## src/rtl/core/bcpf_pkg.sv

```systemverilog
`timescale 1ns / 1ps
// ----------------------------------------------------------------------------
// bcpf_pkg
// Shared types, codes and the crc-16/xmodem byte update for the packet framer.
// ----------------------------------------------------------------------------
package bcpf_pkg;

    typedef enum logic [1:0] {
        ACT_START = 2'd0,
        ACT_DATA  = 2'd1,
        ACT_CLOSE = 2'd2,
        ACT_NONE  = 2'd3
    } action_t;

    localparam logic [15:0] CRC_POLY   = 16'h1021;
    localparam logic [7:0]  HDR_SYNC0  = 8'hFE;
    localparam logic [7:0]  HDR_SYNC1  = 8'h00;
    localparam logic [7:0]  HDR_SYNC2  = 8'hFF;
    localparam logic [7:0]  DATA_TAG   = 8'hDA;
    localparam logic [7:0]  CLOSE_TAG  = 8'hED;
    localparam logic [7:0]  COUNT_INIT = 8'h01;

    // byte positions inside a packet sequence
    localparam logic [3:0] POS_HDR_CRC_HI  = 4'd12;
    localparam logic [3:0] POS_HDR_CRC_LO  = 4'd13;
    localparam logic [3:0] POS_DATA_PAY    = 4'd3;
    localparam logic [3:0] POS_DATA_CRC_HI = 4'd4;
    localparam logic [3:0] POS_DATA_CRC_LO = 4'd5;
    localparam logic [3:0] POS_CLS_CRC_HI  = 4'd3;
    localparam logic [3:0] POS_CLS_CRC_LO  = 4'd4;

    typedef struct packed {
        action_t     kind;
        logic        open;
        logic        last;
        logic [7:0]  count;
        logic [7:0]  data;
        logic [31:0] size;
        logic [31:0] addr;
        logic [7:0]  mode;
    } cmd_t;

    function automatic logic [15:0] crc_byte(input logic [15:0] crc, input logic [7:0] b);
        logic [15:0] c;
        c = crc ^ {b, 8'h00};
        for (int k = 0; k < 8; k++)
        begin
            if (c[15])
                c = {c[14:0], 1'b0} ^ CRC_POLY;
            else
                c = {c[14:0], 1'b0};
        end
        return c;
    endfunction

endpackage

```

## src/rtl/core/bcpf_front.sv

```systemverilog
`timescale 1ns / 1ps
// ----------------------------------------------------------------------------
// bcpf_front
// Accepts items, tracks packet state and turns each item with a used action code into a command.
// ----------------------------------------------------------------------------
module bcpf_front import bcpf_pkg::*;
(
    input  logic        clk,
    input  logic        rst_n,
    input  logic        in_valid,
    output logic        in_ready,
    input  logic [1:0]  action,
    input  logic [7:0]  data_byte,
    input  logic        last_byte,
    input  logic [31:0] comp_size,
    input  logic [31:0] load_addr,
    input  logic [7:0]  load_mode,
    output logic        push,
    output cmd_t        push_cmd,
    input  logic        q_ready
);

    logic       in_packet_reg, in_packet_next;
    logic [7:0] count_reg, count_next;
    logic       accept;
    action_t    act;

    assign act      = action_t'(action);
    assign in_ready = q_ready;
    assign accept   = in_valid && q_ready;
    // unused action code is taken and dropped
    assign push     = accept && (act != ACT_NONE);

    always_comb
    begin
        push_cmd.kind  = act;
        push_cmd.open  = !in_packet_reg;
        push_cmd.last  = last_byte;
        push_cmd.count = count_reg;
        push_cmd.data  = data_byte;
        push_cmd.size  = comp_size;
        push_cmd.addr  = load_addr;
        push_cmd.mode  = load_mode;
        in_packet_next = in_packet_reg;
        count_next     = count_reg;
        case (act)
            ACT_START:
            begin
                in_packet_next = 1'b0;
                count_next     = COUNT_INIT;
            end
            ACT_DATA:
            begin
                if (last_byte)
                begin
                    in_packet_next = 1'b0;
                    count_next     = count_reg + 8'd1;
                end
                else
                begin
                    in_packet_next = 1'b1;
                end
            end
            ACT_CLOSE:
            begin
                in_packet_next = 1'b0;
            end
            default:
            begin
                in_packet_next = in_packet_reg;
            end
        endcase
    end

    always_ff @(posedge clk or negedge rst_n)
    begin
        if (!rst_n)
        begin
            in_packet_reg <= 1'b0;
            count_reg     <= COUNT_INIT;
        end
        else if (push)
        begin
            in_packet_reg <= in_packet_next;
            count_reg     <= count_next;
        end
    end

endmodule

```

## src/rtl/core/bcpf_queue.sv

```systemverilog
`timescale 1ns / 1ps
// ----------------------------------------------------------------------------
// bcpf_queue
// Two-entry command queue between the front and back parts.
// ----------------------------------------------------------------------------
module bcpf_queue import bcpf_pkg::*;
(
    input  logic clk,
    input  logic rst_n,
    input  logic push,
    input  cmd_t push_cmd,
    output logic q_ready,
    output logic head_valid,
    output cmd_t head_cmd,
    input  logic pop
);

    cmd_t       mem [2];
    logic       wr_ptr_reg;
    logic       rd_ptr_reg;
    logic [1:0] fill_reg;

    assign q_ready    = (fill_reg != 2'd2);
    assign head_valid = (fill_reg != 2'd0);
    assign head_cmd   = mem[rd_ptr_reg];

    always_ff @(posedge clk)
    begin
        if (push)
            mem[wr_ptr_reg] <= push_cmd;
    end

    always_ff @(posedge clk or negedge rst_n)
    begin
        if (!rst_n)
        begin
            wr_ptr_reg <= 1'b0;
            rd_ptr_reg <= 1'b0;
            fill_reg   <= 2'd0;
        end
        else
        begin
            if (push)
                wr_ptr_reg <= !wr_ptr_reg;
            if (pop)
                rd_ptr_reg <= !rd_ptr_reg;
            if (push && !pop)
                fill_reg <= fill_reg + 2'd1;
            else if (pop && !push)
                fill_reg <= fill_reg - 2'd1;
        end
    end

endmodule

```

## src/rtl/core/bcpf_back.sv

```systemverilog
`timescale 1ns / 1ps
// ----------------------------------------------------------------------------
// bcpf_back
// Expands each command into packet bytes, folds the crc, drives the output.
// ----------------------------------------------------------------------------
module bcpf_back import bcpf_pkg::*;
(
    input  logic       clk,
    input  logic       rst_n,
    input  logic       head_valid,
    input  cmd_t       head_cmd,
    output logic       pop,
    output logic       out_valid,
    input  logic       out_ready,
    output logic [7:0] out_byte,
    output logic       frame_end,
    output logic       last
);

    logic        first_reg;
    logic [3:0]  pos_reg;
    logic [15:0] crc_reg;
    logic        ov_reg;
    logic [7:0]  byte_reg;
    logic        fe_reg;
    logic        last_reg;

    logic [3:0]  pos;
    logic [15:0] crc_cur;
    logic [7:0]  byte_val;
    logic        is_crc;
    logic        is_lo;
    logic        is_final;
    logic        fire;

    assign fire = head_valid && (!ov_reg || out_ready);
    assign pop  = fire && is_final;

    always_comb
    begin
        // continuing data packet keeps its running crc, everything else starts at zero
        pos     = pos_reg;
        crc_cur = crc_reg;
        if (first_reg)
        begin
            if (head_cmd.kind == ACT_DATA && !head_cmd.open)
                pos = POS_DATA_PAY;
            else
            begin
                pos     = 4'd0;
                crc_cur = 16'h0000;
            end
        end
        byte_val = crc_cur[15:8];
        is_crc   = 1'b0;
        is_lo    = 1'b0;
        is_final = 1'b0;
        case (head_cmd.kind)
            ACT_START:
            begin
                case (pos)
                    4'd0:  byte_val = HDR_SYNC0;
                    4'd1:  byte_val = HDR_SYNC1;
                    4'd2:  byte_val = HDR_SYNC2;
                    4'd3:  byte_val = head_cmd.mode;
                    4'd4:  byte_val = head_cmd.size[31:24];
                    4'd5:  byte_val = head_cmd.size[23:16];
                    4'd6:  byte_val = head_cmd.size[15:8];
                    4'd7:  byte_val = head_cmd.size[7:0];
                    4'd8:  byte_val = head_cmd.addr[31:24];
                    4'd9:  byte_val = head_cmd.addr[23:16];
                    4'd10: byte_val = head_cmd.addr[15:8];
                    4'd11: byte_val = head_cmd.addr[7:0];
                    default:
                    begin
                        is_crc   = 1'b1;
                        is_lo    = (pos == POS_HDR_CRC_LO);
                        is_final = is_lo;
                        byte_val = is_lo ? crc_cur[7:0] : crc_cur[15:8];
                    end
                endcase
            end
            ACT_DATA:
            begin
                case (pos)
                    4'd0: byte_val = DATA_TAG;
                    4'd1: byte_val = head_cmd.count;
                    4'd2: byte_val = ~head_cmd.count;
                    4'd3:
                    begin
                        byte_val = head_cmd.data;
                        is_final = !head_cmd.last;
                    end
                    default:
                    begin
                        is_crc   = 1'b1;
                        is_lo    = (pos == POS_DATA_CRC_LO);
                        is_final = is_lo;
                        byte_val = is_lo ? crc_cur[7:0] : crc_cur[15:8];
                    end
                endcase
            end
            default:
            begin
                // close packet
                case (pos)
                    4'd0: byte_val = CLOSE_TAG;
                    4'd1: byte_val = head_cmd.count;
                    4'd2: byte_val = ~head_cmd.count;
                    default:
                    begin
                        is_crc   = 1'b1;
                        is_lo    = (pos == POS_CLS_CRC_LO);
                        is_final = is_lo;
                        byte_val = is_lo ? crc_cur[7:0] : crc_cur[15:8];
                    end
                endcase
            end
        endcase
    end

    always_ff @(posedge clk)
    begin
        if (fire)
        begin
            byte_reg <= byte_val;
            fe_reg   <= is_lo;
            last_reg <= is_final;
            crc_reg  <= is_crc ? crc_cur : crc_byte(crc_cur, byte_val);
        end
    end

    always_ff @(posedge clk or negedge rst_n)
    begin
        if (!rst_n)
        begin
            first_reg <= 1'b1;
            pos_reg   <= 4'd0;
            ov_reg    <= 1'b0;
        end
        else
        begin
            if (fire)
            begin
                ov_reg <= 1'b1;
                if (is_final)
                    first_reg <= 1'b1;
                else
                begin
                    first_reg <= 1'b0;
                    pos_reg   <= pos + 4'd1;
                end
            end
            else if (out_ready)
                ov_reg <= 1'b0;
        end
    end

    assign out_valid = ov_reg;
    assign out_byte  = byte_reg;
    assign frame_end = fe_reg;
    assign last      = last_reg;

endmodule

```

## src/rtl/core/boot_command_packet_framer.sv

```systemverilog
`timescale 1ns / 1ps
// ----------------------------------------------------------------------------
// boot_command_packet_framer
// Frames start, payload and close commands into a byte stream of packets,
// each closed by a crc-16/xmodem sent high byte first.
// ----------------------------------------------------------------------------
//  channel  handshake             payload
//  in       in_valid / in_ready   action, data_byte, last_byte, comp_size,
//                                 load_addr, load_mode
//  out      out_valid / out_ready out_byte, frame_end, last
//
// one output byte per cycle while out_ready is high; bytes per item:
// start 14, close 5, payload 1 to 6 (header and crc bytes add to the payload)
// the back sequencer and its output register set this rate; a plain payload
// byte passes one per cycle; the first passes the queue, then the output register
// reset clears packet state (counter to 1, no open packet) and the queue
// a two-entry queue lets the front accept up to two commands while the back stalls
// ----------------------------------------------------------------------------
module boot_command_packet_framer import bcpf_pkg::*;
(
    input  logic        clk,
    input  logic        rst_n,
    input  logic        in_valid,
    output logic        in_ready,
    input  logic [1:0]  action,
    input  logic [7:0]  data_byte,
    input  logic        last_byte,
    input  logic [31:0] comp_size,
    input  logic [31:0] load_addr,
    input  logic [7:0]  load_mode,
    output logic        out_valid,
    input  logic        out_ready,
    output logic [7:0]  out_byte,
    output logic        frame_end,
    output logic        last
);

    // front to queue
    logic push;
    cmd_t push_cmd;
    logic q_ready;

    // queue to back
    logic head_valid;
    cmd_t head_cmd;
    logic pop;

    // classify items and keep packet counter / open-packet state
    bcpf_front u_front
    (
        .clk       (clk),
        .rst_n     (rst_n),
        .in_valid  (in_valid),
        .in_ready  (in_ready),
        .action    (action),
        .data_byte (data_byte),
        .last_byte (last_byte),
        .comp_size (comp_size),
        .load_addr (load_addr),
        .load_mode (load_mode),
        .push      (push),
        .push_cmd  (push_cmd),
        .q_ready   (q_ready)
    );

    // decouples acceptance from byte emission
    bcpf_queue u_queue
    (
        .clk        (clk),
        .rst_n      (rst_n),
        .push       (push),
        .push_cmd   (push_cmd),
        .q_ready    (q_ready),
        .head_valid (head_valid),
        .head_cmd   (head_cmd),
        .pop        (pop)
    );

    // byte sequencer with running crc and registered output
    bcpf_back u_back
    (
        .clk        (clk),
        .rst_n      (rst_n),
        .head_valid (head_valid),
        .head_cmd   (head_cmd),
        .pop        (pop),
        .out_valid  (out_valid),
        .out_ready  (out_ready),
        .out_byte   (out_byte),
        .frame_end  (frame_end),
        .last       (last)
    );

endmodule
```

## config.mk

```make
export PLATFORM = sky130hd
export DESIGN_NAME = boot_command_packet_framer
export DESIGN_NICKNAME = d
export VERILOG_FILES = /design/src/rtl/core/bcpf_pkg.sv /design/src/rtl/core/bcpf_front.sv /design/src/rtl/core/bcpf_queue.sv /design/src/rtl/core/bcpf_back.sv /design/src/rtl/core/boot_command_packet_framer.sv
export SDC_FILE = /design/constraint.sdc
export NUM_CORES = 1
export LEC_CHECK = 0
export ABC_CLOCK_PERIOD_IN_PS = 12330
export BUFFER_PORTS_ARGS = -buffer_cell sky130_fd_sc_hd__buf_2
export CORE_MARGIN = 4
export CORE_UTILIZATION = 40
export CTS_CLUSTER_DIAMETER = 150
export DETAILED_ROUTE_END_ITERATION = 8
export HOLD_SLACK_MARGIN = 0.08
export PLACE_DENSITY = 0.64
export SKIP_CTS_REPAIR_TIMING = 1
export SLEW_MARGIN = 15
export SYNTH_ARGS = -nofsm -noshare
export SYNTH_HDL_FRONTEND = slang
export SYNTH_SLANG_ARGS = --single-unit
```

## constraint.sdc

```tcl
create_clock -name clk -period 12.33 [get_ports clk]
set_input_delay 2.466 -clock clk [delete_from_list [all_inputs] [get_ports clk]]
set_output_delay 2.466 -clock clk [all_outputs]
set_load 0.005 [all_outputs]
```

Yosys cells after proc, flatten, opt, wreduce, memory -nomap -nowiden
Memory sizes are Yosys's and may differ from the RTL's. Index checks and enable logic that the tools add are counted.

Shifts and indexed selects: 0. Multipliers: 0. Divide/modulo/power cells: 0. Bitwise gates (word level): 11. Reductions and logical operators: 31. Multiplexer cells: 48. Eq/ne operators: 18. Add/subtract/negate cells: 4. $lt $le $gt $ge: 0.

Operator list (count): 16-bit two-way mux (10); 13-bit two-way mux (8); 8-bit one-hot mux with 12 select lines (1); 8-bit two-way mux (4); 8-bit one-hot mux with 2 select lines (2); 8-bit one-hot mux with 4 select lines (1); 3-bit inverter (8); 8-bit one-hot mux with 3 select lines (1); 4-bit equality test, second input constant (5); 4-bit by 3-bit equality test with 1-bit output, second input constant (4); 16-bit bitwise XOR (1); 1-bit two-way mux (12); 12-bit OR reduction (1); 1-bit one-hot mux with 2 select lines (5); 2-bit nonzero test (5); 8-bit by 1-bit adder with 8-bit output, second input constant (1); 4-bit by 2-bit equality test with 1-bit output, second input constant (2); 1-bit logical NOT (8); 8-bit inverter (1); 1-bit logical AND (7); 2-bit two-way mux (3); 2-bit inequality test, second input constant (3); 4-bit by 1-bit adder with 4-bit output, second input constant (1); 2-bit by 1-bit equality test with 1-bit output, second input constant (2); other kinds (14) (16).

RAM bits: 184. Bits in registers: 45. Memories kept: 1. Bits in read-only memories: 0. Output and inout port bits: 12. Input port bits: 87. Latch bits: 0.

Memories: u_queue.mem (depth 2, width 92, read ports 1, clocked after Yosys merged registers in 0, write ports 1, RTL line bcpf_queue.sv:18) `cmd_t mem [2];`.

Logic depth before layout (Yosys ltp)
Gate-level depths: netlist (run 1). An unclocked memory read counts as a cell.

Depth in word-level cells: 34. Gate-level depth with buffers: 20. Gate-level depth less buffers: 15.

Cells and area by module
A second synthesis (run 1) with hierarchy kept.

Cells, all modules: 855. Area, all modules: 11781.3 µm².

By module, submodules not included: bcpf_queue (area an instance 7109.3 µm², times used 1, cells an instance 302, seq. area each 5625.4 µm²); bcpf_back (area an instance 3567.2 µm², times used 1, cells an instance 420, seq. area each 932.1 µm²); bcpf_front (area an instance 1104.8 µm², times used 1, cells an instance 133, seq. area each 226.5 µm²).

Worst setup path before layout (run 1)
OpenSTA, ideal clock, no wires.

Kind: input to register. Start: in action[0]. End: mem u_queue.mem[0][0] in the netlist's numbering (enable). Arrival: 6747 ps. Stages: 4. Buffers on the path: 1. Setup slack: 5040 ps. Library setup time: 544 ps. Path through: buf_1 -> nand2_1 -> nand3_1 -> nor2_1.

Word-level cells in the longest chain between the ends: 4.

Ends and longest elaborated chain: start, declared (RTL line boot_command_packet_framer.sv:25) `input logic [1:0] action,`; 2-bit inequality test (RTL line bcpf_front.sv:32) `assign push = accept && (act != ACT_NONE);`; 1-bit logical AND (RTL line bcpf_front.sv:32); 1-bit two-way mux (RTL line bcpf_queue.sv:29) `if (push)`; 1-bit two-way mux (not written as such) (RTL line bcpf_queue.sv:30) `mem[wr_ptr_reg] <= push_cmd;`; end, declared (RTL line bcpf_queue.sv:18).

Every way passes these cells.

Worst setup path in the final report (run 1)
Start: reg u_queue.rd_ptr_reg. End: reg u_back.crc_reg[12], data pin.

Elaborated cells between the ends (all ways): 57. Those cells by class: eq/ne: 13; mux: 31; bitwise: 5; reduce/logical: 7; memory: 1.

RTL lines: start, declared (RTL line bcpf_queue.sv:20) `logic rd_ptr_reg;`; start signal, assigned (RTL line bcpf_queue.sv:46) `rd_ptr_reg <= !rd_ptr_reg;`; memory 2 x 92 bit *; 2-bit by 1-bit equality test with 1-bit output or 1-bit logical NOT (tied branches) (RTL line bcpf_back.sv:46, bcpf_back.sv:58); 1-bit logical AND (RTL line bcpf_back.sv:46) `if (head_cmd.kind == ACT_DATA && !head_cmd.open)`; 2-bit two-way mux (RTL line bcpf_back.sv:46); 4-bit two-way mux (RTL line bcpf_back.sv:44) `if (first_reg)`; 4-bit equality test, or another cell as far along (RTL line bcpf_back.sv:77) `is_lo = (pos == POS_HDR_CRC_LO);`; 8-bit two-way mux, on equally long branches (RTL line bcpf_back.sv:79, bcpf_back.sv:99, bcpf_back.sv:115); 8-bit one-hot mux with 12 select lines, or another cell as far along (RTL line bcpf_back.sv:61) `case (pos)`; 8-bit one-hot mux with 2 select lines * (RTL line bcpf_back.sv:58) `case (head_cmd.kind)`; via u_back.byte_val[4] (RTL line bcpf_back.sv:30) `logic [7:0] byte_val;`; 16-bit bitwise XOR * (RTL line bcpf_pkg.sv:45) `c = crc ^ {b, 8'h00};`; 16-bit two-way mux * (3 in a row) (RTL line bcpf_back.sv:124) `if (fire)`; 13-bit two-way mux * (RTL line bcpf_pkg.sv:48) `if (c[15])`; 16-bit two-way mux * (4 in a row) (RTL line bcpf_back.sv:124); 13-bit two-way mux * (RTL line bcpf_pkg.sv:48); 16-bit two-way mux * (RTL line bcpf_back.sv:129) `crc_reg <= is_crc ? crc_cur : crc_byte(crc_cur, byte_val);`; end signal, assigned (RTL line bcpf_back.sv:129); end, declared (RTL line bcpf_back.sv:22) `logic [15:0] crc_reg;`.

Mark *: on every way through the listed nets, which the timed path passes. The rest lies on a longest branch. The select of a mux whose other input is x is not followed. A chain may end at the register's enable or synchronous reset.

==> impl_metrics.yaml, run 1 <==
run_status:
  status: "finished, final reports clean"
drt:
  finalWirelength_um: 24160
  dr.pass1.iters: 5
  ant_nets: 0
  vias_per_cell: 5.618
  drtIter0Drc: 556
  num_vias: 6534
  drc: 0
  routedWlPerCell_um: 20.77
clock_tree:
  cts_tree: "yes"
  clock_sinks: 229
  cts_root_buf: "clkbuf_16"
  htreeDepth: 1
  clkSlewWorstSetupHoldPaths_ns: 0.05
  clk_path_buf_depth: 3
  clkLatencyLatePin_ns: 0.52
  cts_inserted_buffers: 25
grt:
  grt_max_degree: 59
  gr-total-overflow: 0
  antenna_found_initial: 0
  grt_pass1_vias: 6258
  grt_usage: 0.1648
  grt_pass1_wl_um: 36940
power:
  powerDensity_mw_per_mm2: 291.3
  p_leak_uw: 0.004365
  peakVddDrop_uv: 139.0
timing:
  timing.hold.ws_ns: 0.4920
  fmax_mhz: 171.6
  skew_ns: 0.01100
  setup_violations: 0
  slew_viol_final: 0
  finalCritPeriodShare: 0.4727
  slew-limit-headroom: 0.3004
  rsz0062_at_grt: "no"
  finalHoldViolations: 0
  final.setup.tns_ns: 0
  final.min_clock_period_ns: 5.828
  worst_slack_ns: 6.502
  worst_pin_slew_ns: 1.043
logic_synthesis:
  synthCells: 728
  post_synth.cell_area_avg_um2: 14.37
  synth-seq-cells: 229
  ys_types: 81
  synth_edf_count: 210
  mappedNetlistArea_mm2: 0.01046
  synth_flop_cell: "edfxtp_1"
  yosysSeqAreaShare: 0.6483
  async_flop_share: 0.08297
  syn_nets: 821
  ys_warn_count: 0
worst_setup_path:
  path_depth: 15
  startpoint_type: "flip-flop"
  r2r_setup_slack_ns: 6.50
  crit_buf_inv: 2
  r2r_start: "u_queue.rd_ptr_reg$_DFFE_PN0P_"
  cp_top_family: "simple AND/OR/NAND/NOR gates"
  cpPeakStageDelay_ns: 0.92
  critPathKind: "flip-flop to flip-flop"
  worstSetupEndpointType: "flip-flop"
  crit_chain: "or4b_4 -> nand3_1 -> buf_4 -> o21ai_0 -> inv_1 -> ha_1 -> nand4bb_1 -> mux2i_1 -> nor3_1 -> nor3_1 -> nor4_4 -> xor2_2 -> xnor2_1 -> mux2i_1 -> o211ai_1"
  cp_data_arrival_time_ns: 6.08
  required_ns: 12.58
  critPathLaunch: "u_queue.rd_ptr_reg$_DFFE_PN0P_"
  crit_fanout: 58
  reg2reg_to: "u_back.crc_reg[12]$_DFFE_PP_"
  worst_path_max_delay_cell: "nand4bb_1"
  worstRegToRegCells: 15
  crit_end: "u_back.crc_reg[12]$_DFFE_PP_"
floorplanning:
  die_w_um: 169.7
  ios: 99
  placementRows: 58
  core-area_mm2: 0.02547
  die_y_um: 169.7
  dieArea_mm2: 0.02881
  start_util: 0.4108
final_layout:
  layout-drive-gt1-share: 0.2185
  largest_register_ffs: 184
  nets: 909
  stdcell_count: 1163
  antenna_cells: 0
  utilization: 0.4703
  syn_to_final_growth_pct: 14.49
  fillers: 2200
placed_design:
  dp.cells: 1119
  gp_congestion: 0.9109
  place_hpwl_um: 16300
  numPortBuffers: 98
  dp_slack_ns: 6.533
min_path:
  min_path_type: "flip-flop to flip-flop"
job:
  drv_cap: 0
## synth_stat cells (4+ instances only)
library cell	number	area, um2
edfxtp_1	210	6306
mux2i_1	105	1051
nand2_1	43	161.4
o21ai_0	23	115.1
nand3_1	21	105.1
nor2_1	20	75.07
clkbuf_1	19	71.32
nor3_1	19	95.09
o22ai_1	18	112.6
dfrtp_1	17	425.4
buf_2	15	75.07
o21ai_1	14	70.07
a21oi_1	13	65.06
inv_1	11	41.29
xnor2_1	11	96.34
mux2_2	10	112.6
o211ai_1	10	75.07
o221ai_1	10	87.58
nand4bb_1	8	90.09
a211o_1	7	61.31
buf_4	7	52.55
xor2_1	7	61.31
ha_1	6	75.07
a211oi_1	5	37.54
o22a_1	5	43.79
o31ai_1	5	37.54
nand4_1	4	25.02
nor4_1	4	25.02
or3_1	4	25.02
## cells in the final DEF (no fill, tap or decap), types with 11 or more instances in the layout
master	instances
a21oi_1	12
buf_2	98
clkbuf_16	25
dfrtp_1	16
edfxtp_1	210
inv_1	11
mux2i_1	105
nand2_1	43
nand3_1	21
nor2_1	19
nor3_1	19
o21ai_0	23
o21ai_1	14
o22ai_1	18
xnor2_1	11
## metrics by stage
stage | area, um2 | total power (uW)
after global routing | 11980 | 3707
after CTS | 11980 | 3503
after floorplan | 10460 | 2417
after global placement | 11220 | 2769
final | 11980 | 3490
after detailed placement | 11220 | 2803
## cells by family (layout without fill, tap and decap cells)
kind of cell,after synthesis,count (layout),synth area share
AO/OA/AOI/OAI,144,144,0.09985
XOR/XNOR,22,22,0.02236
adder cells (fa/ha/maj),6,6,0.007174
buffers and inverters,58,163,0.02726
flip-flops,229,229,0.6483
multiplexers,115,115,0.1112
AND/OR/NAND/NOR,154,154,0.08382
## final cells by class
type	count	area [um2]	share of cell area
Tap cell	330	412.9	0.03446
Multi-Input combinational cell	441	3408	0.2845
Timing Repair Buffer	108	565.5	0.04721
Sequential cell	229	6788	0.5666
Inverter	11	41.29	0.003446
Clock buffer	33	655.6	0.05473
Clock inverter	11	108.9	0.009086
## report_power, final
part	switching (uW)	internal [uW]
combinational	896	599
clock	287	414
sequential	169	1130
total	1350	2140
## worst min-delay path by stage
stage | cells past startpoint | start | slack (ns) | to
finish | 1 | u_queue.fill_reg[1]$_DFFE_PN0P_ | 0.49 | u_queue.fill_reg[1]$_DFFE_PN0P_
global route | 1 | u_queue.fill_reg[1]$_DFFE_PN0P_ | 0.52 | u_queue.fill_reg[1]$_DFFE_PN0P_
CTS | 1 | u_queue.fill_reg[1]$_DFFE_PN0P_ | 0.50 | u_queue.fill_reg[1]$_DFFE_PN0P_
detailed placement | 1 | u_queue.fill_reg[1]$_DFFE_PN0P_ | 0.49 | u_queue.fill_reg[1]$_DFFE_PN0P_
global placement | 0 | u_front.count_reg[7]$_DFFE_PN0P_ | 0.48 | u_queue.mem[0][87]$_DFFE_PP_
floorplan | 0 | u_front.count_reg[7]$_DFFE_PN0P_ | 0.45 | u_queue.mem[0][87]$_DFFE_PP_
## routing by layer
metal,track usage,up-vias,routed length (um)
met1,0.2375,3215,10700
met4,0.04515,0,563
li1,-,3041,-
met3,0.03191,41,1759
met2,0.2572,237,11130
met5,0,-,0
Note: power is estimated with default switching activity, not from simulation.
==> inputs of run 2 (changes only) <==
Settings changed: ABC_CLOCK_PERIOD_IN_PS 12330 to 6000.
Clock period 12.33 ns to 6 ns, I/O delays scaled along.
==> run 2 against run 1 <==
  * Clock power is 110% higher
  * Critical path depth is 1 lower
  * Sequential share of layout area is 0.39 points lower
  * Clock skew is 0.0018 ns higher
  * Cell count is 0.43% higher
  * Fmax is 11% higher
  * Via count is 0.77% lower
  * Register-to-register slack worse by 5.7 ns
  * Worst hold slack worse by 0.0022 ns
  * Utilization is 0.33 points higher
  * Routed wire length is 2.9% higher
==> impl_metrics.yaml, run 2 (same netlist as run 1, synthesis figures left out) <==
placed_design:
  place_hpwl_um: 16940
  numPortBuffers: 98
  dpl-instance-area_mm2: 0.01125
  gp_congestion: 0.9013
grt:
  grt_usage: 0.1678
  gr-total-overflow: 0
  grt_max_degree: 93
  grt_pass1_vias: 6367
  grt_pass1_wl_um: 37640
  antenna_found_initial: 0
power:
  peakVddDrop_uv: 286.4
  p_leak_uw: 0.004410
  powerDensity_mw_per_mm2: 600.4
job:
  drv_cap: 0
floorplanning:
  dieArea_mm2: 0.02881
  die_w_um: 169.7
  start_util: 0.4108
  placementRows: 58
  ios: 99
  die_y_um: 169.7
  core-area_mm2: 0.02547
drt:
  ant_nets: 0
  dr.pass1.iters: 5
  finalWirelength_um: 24860
  num_vias: 6484
  drc: 0
  routedWlPerCell_um: 21.28
  drtIter0Drc: 638
  vias_per_cell: 5.551
final_layout:
  fillers: 2193
  ff_latch_area_mm2: 0.006788
  syn_to_final_growth_pct: 15.29
  antenna_cells: 0
  most-common-layout-cells: "edfxtp_1 (210), mux2i_1 (105), buf_2 (98)"
  largest_register_ffs: 184
  mostFrequentLayoutCell: "edfxtp_1"
  layout-drive-gt1-share: 0.2291
  final_design_area_no_fill_mm2: 0.01206
  nets: 912
  multi_input_area_mm2: 0.003408
worst_setup_path:
  required_ns: 6.26
  crit_fanout: 23
  cp_data_arrival_time_ns: 5.50
  worstSetupEndpointType: "flip-flop"
  startpoint_type: "flip-flop"
  critPathKind: "flip-flop to flip-flop"
timing:
  final.setup.tns_ns: 0
  final.min_clock_period_ns: 5.235
  finalHoldViolations: 0
  slew-limit-headroom: 0.3356
  skew_ns: 0.01284
  slew_viol_final: 0
  setup_violations: 0
  rsz0062_at_grt: "no"
  finalCritPeriodShare: 0.8725
  worst_pin_slew_ns: 0.9919
  fmax_mhz: 191.0
clock_tree:
  clkSlewWorstSetupHoldPaths_ns: 0.06
  clk_path_buf_depth: 3
  cts_root_buf: "clkbuf_16"
  cts_inserted_buffers: 25
  clkLatencyLatePin_ns: 0.52
  cts_tree: "yes"
  clock_sinks: 229
  htreeDepth: 1
min_path:
  min_path_type: "flip-flop to flip-flop"
run_status:
  status: "finished, final reports clean"
==> run 2: layer usage <==
| layer | routed length, um | part of all wire | vias up | GRT usage |
|---|---|---|---|---|
| met2 | 11640 | 0.47 | 231 | 0.2670 |
| met3 | 1656 | 0.067 | 39 | 0.02935 |
| met1 | 10940 | 0.44 | 3168 | 0.2394 |
| met4 | 624 | 0.025 | 0 | 0.04585 |
| met5 | 0 | 0 | - | 0 |
| li1 | - | - | 3046 | - |
==> run 2: area by class of cell <==
cell class | count | share of cell area
flip-flops and latches | 229 | 0.5626
clock inverters | 14 | 0.01089
repair buffers | 111 | 0.04978
multi-input cells | 441 | 0.2825
clock buffers | 32 | 0.05652
inverters | 11 | 0.003423
well taps | 330 | 0.03423
==> run 2: per-stage QoR <==
stage	setup WS (ns)	utilization	total power [uW]	instances	hold WS (ns)
CTS	0.8061	0.4736	7281	1168	0.4975
global route	0.4681	0.4736	7676	1168	0.5210
floorplan	1.353	-	4960	728	0.4509
detailed placement	0.8039	0.4417	5792	1122	0.4807
finish	0.7648	0.4736	7243	1168	0.4899
global placement	1.045	0.4417	5725	1122	0.4808
==> run 2: power breakdown <==
part | internal (uW) | switching, uW | leakage [uW]
Clock | 890 | 602 | 0.000401
Combinational | 1240 | 1920 | 0.00183
Sequential | 2310 | 286 | 0.00217
Total | 4440 | 2800 | 0.00441
==> run 2: critical path, stage by stage, from the launching register on <==
cell and delay (ns):
dfrtp_4 0.61, or4b_4 0.58, and3_4 0.29, nor2_1 0.26
inv_1 0.10, ha_1 0.34, or2_2 0.39, a211oi_2 0.52
o221ai_1 0.25, nor4_1 0.47, o221ai_1 0.34, xor2_1 0.26
xnor2_1 0.34, a211o_1 0.14, o211ai_1 0.08
==> run 2: worst paths after layout <==
path                                                 start                         endpoint  slack, ns  cells after the start
setup / recovery            u_queue.rd_ptr_reg$_DFFE_PN0P_     u_back.crc_reg[13]$_DFFE_PP_       0.76                     14
max in group asynchronous                            rst_n   u_queue.rd_ptr_reg$_DFFE_PN0P_       5.01                      1
hold reg to reg            u_queue.fill_reg[1]$_DFFE_PN0P_  u_queue.fill_reg[1]$_DFFE_PN0P_       0.49                      1
setup reg to reg            u_queue.rd_ptr_reg$_DFFE_PN0P_     u_back.crc_reg[13]$_DFFE_PP_       0.76                     14
hold / removal             u_queue.fill_reg[1]$_DFFE_PN0P_  u_queue.fill_reg[1]$_DFFE_PN0P_       0.49                      1
min in group asynchronous                            rst_n    u_back.pos_reg[2]$_DFFE_PN0P_       0.63                      1
==> inputs of run 3 (changes only) <==
Settings changed: ABC_CLOCK_PERIOD_IN_PS 6000 to 6200, SLEW_MARGIN 15 to unset.
Clock period 6 ns to 6.2 ns, I/O delays scaled along.
==> run 3 against run 2 <==
  * Design area grew 0.56%
  * Power is 0.59% lower
  * Cell count decreased by 0.34%
  * Count of clock-buffer cells in the layout fell by 5
  * Via count increased by 0.35%
  * Die area unchanged
  * Combinational power down 3%
  * Clock power up 7%
  * Non-clock buffer count shrank 2
  * Setup slack better by 0.13 ns
  * Highest routed layer unchanged
==> impl_metrics.yaml, run 3 (same netlist as run 1, synthesis figures left out) <==
timing:
  slew_viol_final: 0
  timing.hold.ws_ns: 0.4983
  finalHoldViolations: 0
  slew-limit-headroom: 0.2970
  skew_ns: 0.01961
  final.setup.tns_ns: 0
  setup_violations: 0
  finalCritPeriodShare: 0.8563
  worst_pin_slew_ns: 1.054
  final.min_clock_period_ns: 5.309
  fmax_mhz: 188.3
  rsz0062_at_grt: "no"
floorplanning:
  die_y_um: 169.7
  core-area_mm2: 0.02547
  ios: 99
  placementRows: 58
  dieArea_mm2: 0.02881
  die_w_um: 169.7
  start_util: 0.4108
drt:
  drc: 0
  dr.pass1.iters: 5
  routedWlPerCell_um: 21.39
  drtIter0Drc: 660
  vias_per_cell: 5.590
  ant_nets: 0
  finalWirelength_um: 24890
  num_vias: 6507
worst_setup_path:
  cpPeakStageDelay_ns: 0.72
  required_ns: 6.47
  crit_buf_inv: 1
  cp_top_family: "simple AND/OR/NAND/NOR gates"
  r2r_start: "u_queue.rd_ptr_reg$_DFFE_PN0P_"
  worst_path_max_delay_cell: "dfrtp_4"
  cp_data_arrival_time_ns: 5.58
  crit_fanout: 40
  critPathKind: "flip-flop to flip-flop"
  worstSetupEndpointType: "flip-flop"
  critPathLaunch: "u_queue.rd_ptr_reg$_DFFE_PN0P_"
  crit_chain: "or4b_4 -> and3_4 -> nor2_1 -> inv_1 -> ha_1 -> or2_2 -> a211oi_2 -> o221ai_1 -> nor4_2 -> o221ai_4 -> xor2_4 -> xnor2_1 -> nor3_1 -> a211o_1"
  startpoint_type: "flip-flop"
final_layout:
  largest_register_ffs: 184
  layout-drive-gt1-share: 0.2242
  mostFrequentLayoutCell: "edfxtp_1"
  syn_to_final_growth_pct: 15.94
  antenna_cells: 0
  nets: 909
  ff_latch_area_mm2: 0.006788
  multi_input_area_mm2: 0.003408
  fillers: 2224
  stdcell_count: 1164
  final_design_area_no_fill_mm2: 0.01213
  most-common-layout-cells: "edfxtp_1 (210), mux2i_1 (105), buf_2 (98)"
  utilization: 0.4763
power:
  p_leak_uw: 0.004433
  peakVddDrop_uv: 325.8
  powerDensity_mw_per_mm2: 593.6
clock_tree:
  clock_sinks: 229
  clkLatencyLatePin_ns: 0.54
  cts_tree: "yes"
  cts_root_buf: "clkbuf_16"
  clkSlewWorstSetupHoldPaths_ns: 0.06
  htreeDepth: 1
  clk_path_buf_depth: 3
  cts_inserted_buffers: 24
grt:
  grt_usage: 0.1701
  grt_pass1_vias: 6496
  antenna_found_initial: 0
  grt_pass1_wl_um: 38180
  grt_max_degree: 93
  gr-total-overflow: 0
min_path:
  min_path_type: "flip-flop to flip-flop"
  hold_path_startpoint: "u_front.count_reg[7]$_DFFE_PN0P_"
placed_design:
  numPortBuffers: 98
  dp.cells: 1120
  place_hpwl_um: 16970
  dpl-instance-area_mm2: 0.01124
  gp_congestion: 0.8919
job:
  drv_cap: 0
run_status:
  status: "finished, final reports clean"
[run 3: cell count changes in the layout (fill, tap and decap cells not counted), sizes merged]
cell      change
clkbuf        -5
buf           -2
inv           -1
bufinv        +5
clkinvlp      -1
[run 3: through the flow]
stage / power, uW / setup WS [ns]
floorplan: 4807 / 0.1357
global placement: 5571 / 0.9704
detailed placement: 5619 / 0.8663
CTS: 7230 / 0.8608
global route: 7645 / 0.5100
finish: 7201 / 0.8907
[run 3: layout make-up]
cell class | count | share of cell area
Multi-Input combinational cell | 441 | 0.2809
Timing Repair Buffer | 109 | 0.04827
Clock buffer | 27 | 0.05043
Sequential cell | 229 | 0.5595
Inverter | 11 | 0.003403
Clock inverter | 17 | 0.02341
Tap cell | 330 | 0.03403
[run 3: worst paths after layout]
check	cells after the start	slack, ns	to
worst min-delay path	0	0.50	u_queue.mem[1][87]$_DFFE_PP_
worst max register to register	14	0.89	u_back.crc_reg[15]$_DFFE_PP_
max in group asynchronous	1	5.17	u_queue.rd_ptr_reg$_DFFE_PN0P_
min in group asynchronous	1	0.66	u_front.count_reg[7]$_DFFE_PN0P_
worst max-delay path	14	0.89	u_back.crc_reg[15]$_DFFE_PP_
worst min register to register	0	0.50	u_queue.mem[1][87]$_DFFE_PP_
[run 3: where the power goes]
| part | leakage [uW] | internal [uW] | switching [uW] |
|---|---|---|---|
| combinational | 0.00182 | 1200 | 1850 |
| clock | 0.000434 | 1010 | 597 |
| sequential | 0.00217 | 2240 | 310 |
[run 3: layer usage]
layer,up-vias,global-route usage,wire (um)
li1,3040,-,-
met1,3216,0.2481,11340
met2,210,0.2598,11430
met3,41,0.03378,1497
met4,0,0.04970,630
met5,-,0,0
[run 3: worst reg2reg max path, cell delays in order, from the launching register on]
cell and delay [ns]:
dfrtp_4 0.72, or4b_4 0.63, and3_4 0.29, nor2_1 0.25, inv_1 0.10, ha_1 0.32, or2_2 0.37, a211oi_2 0.50
o221ai_1 0.25, nor4_2 0.53, o221ai_4 0.20, xor2_4 0.24, xnor2_1 0.26, nor3_1 0.09, a211o_1 0.30
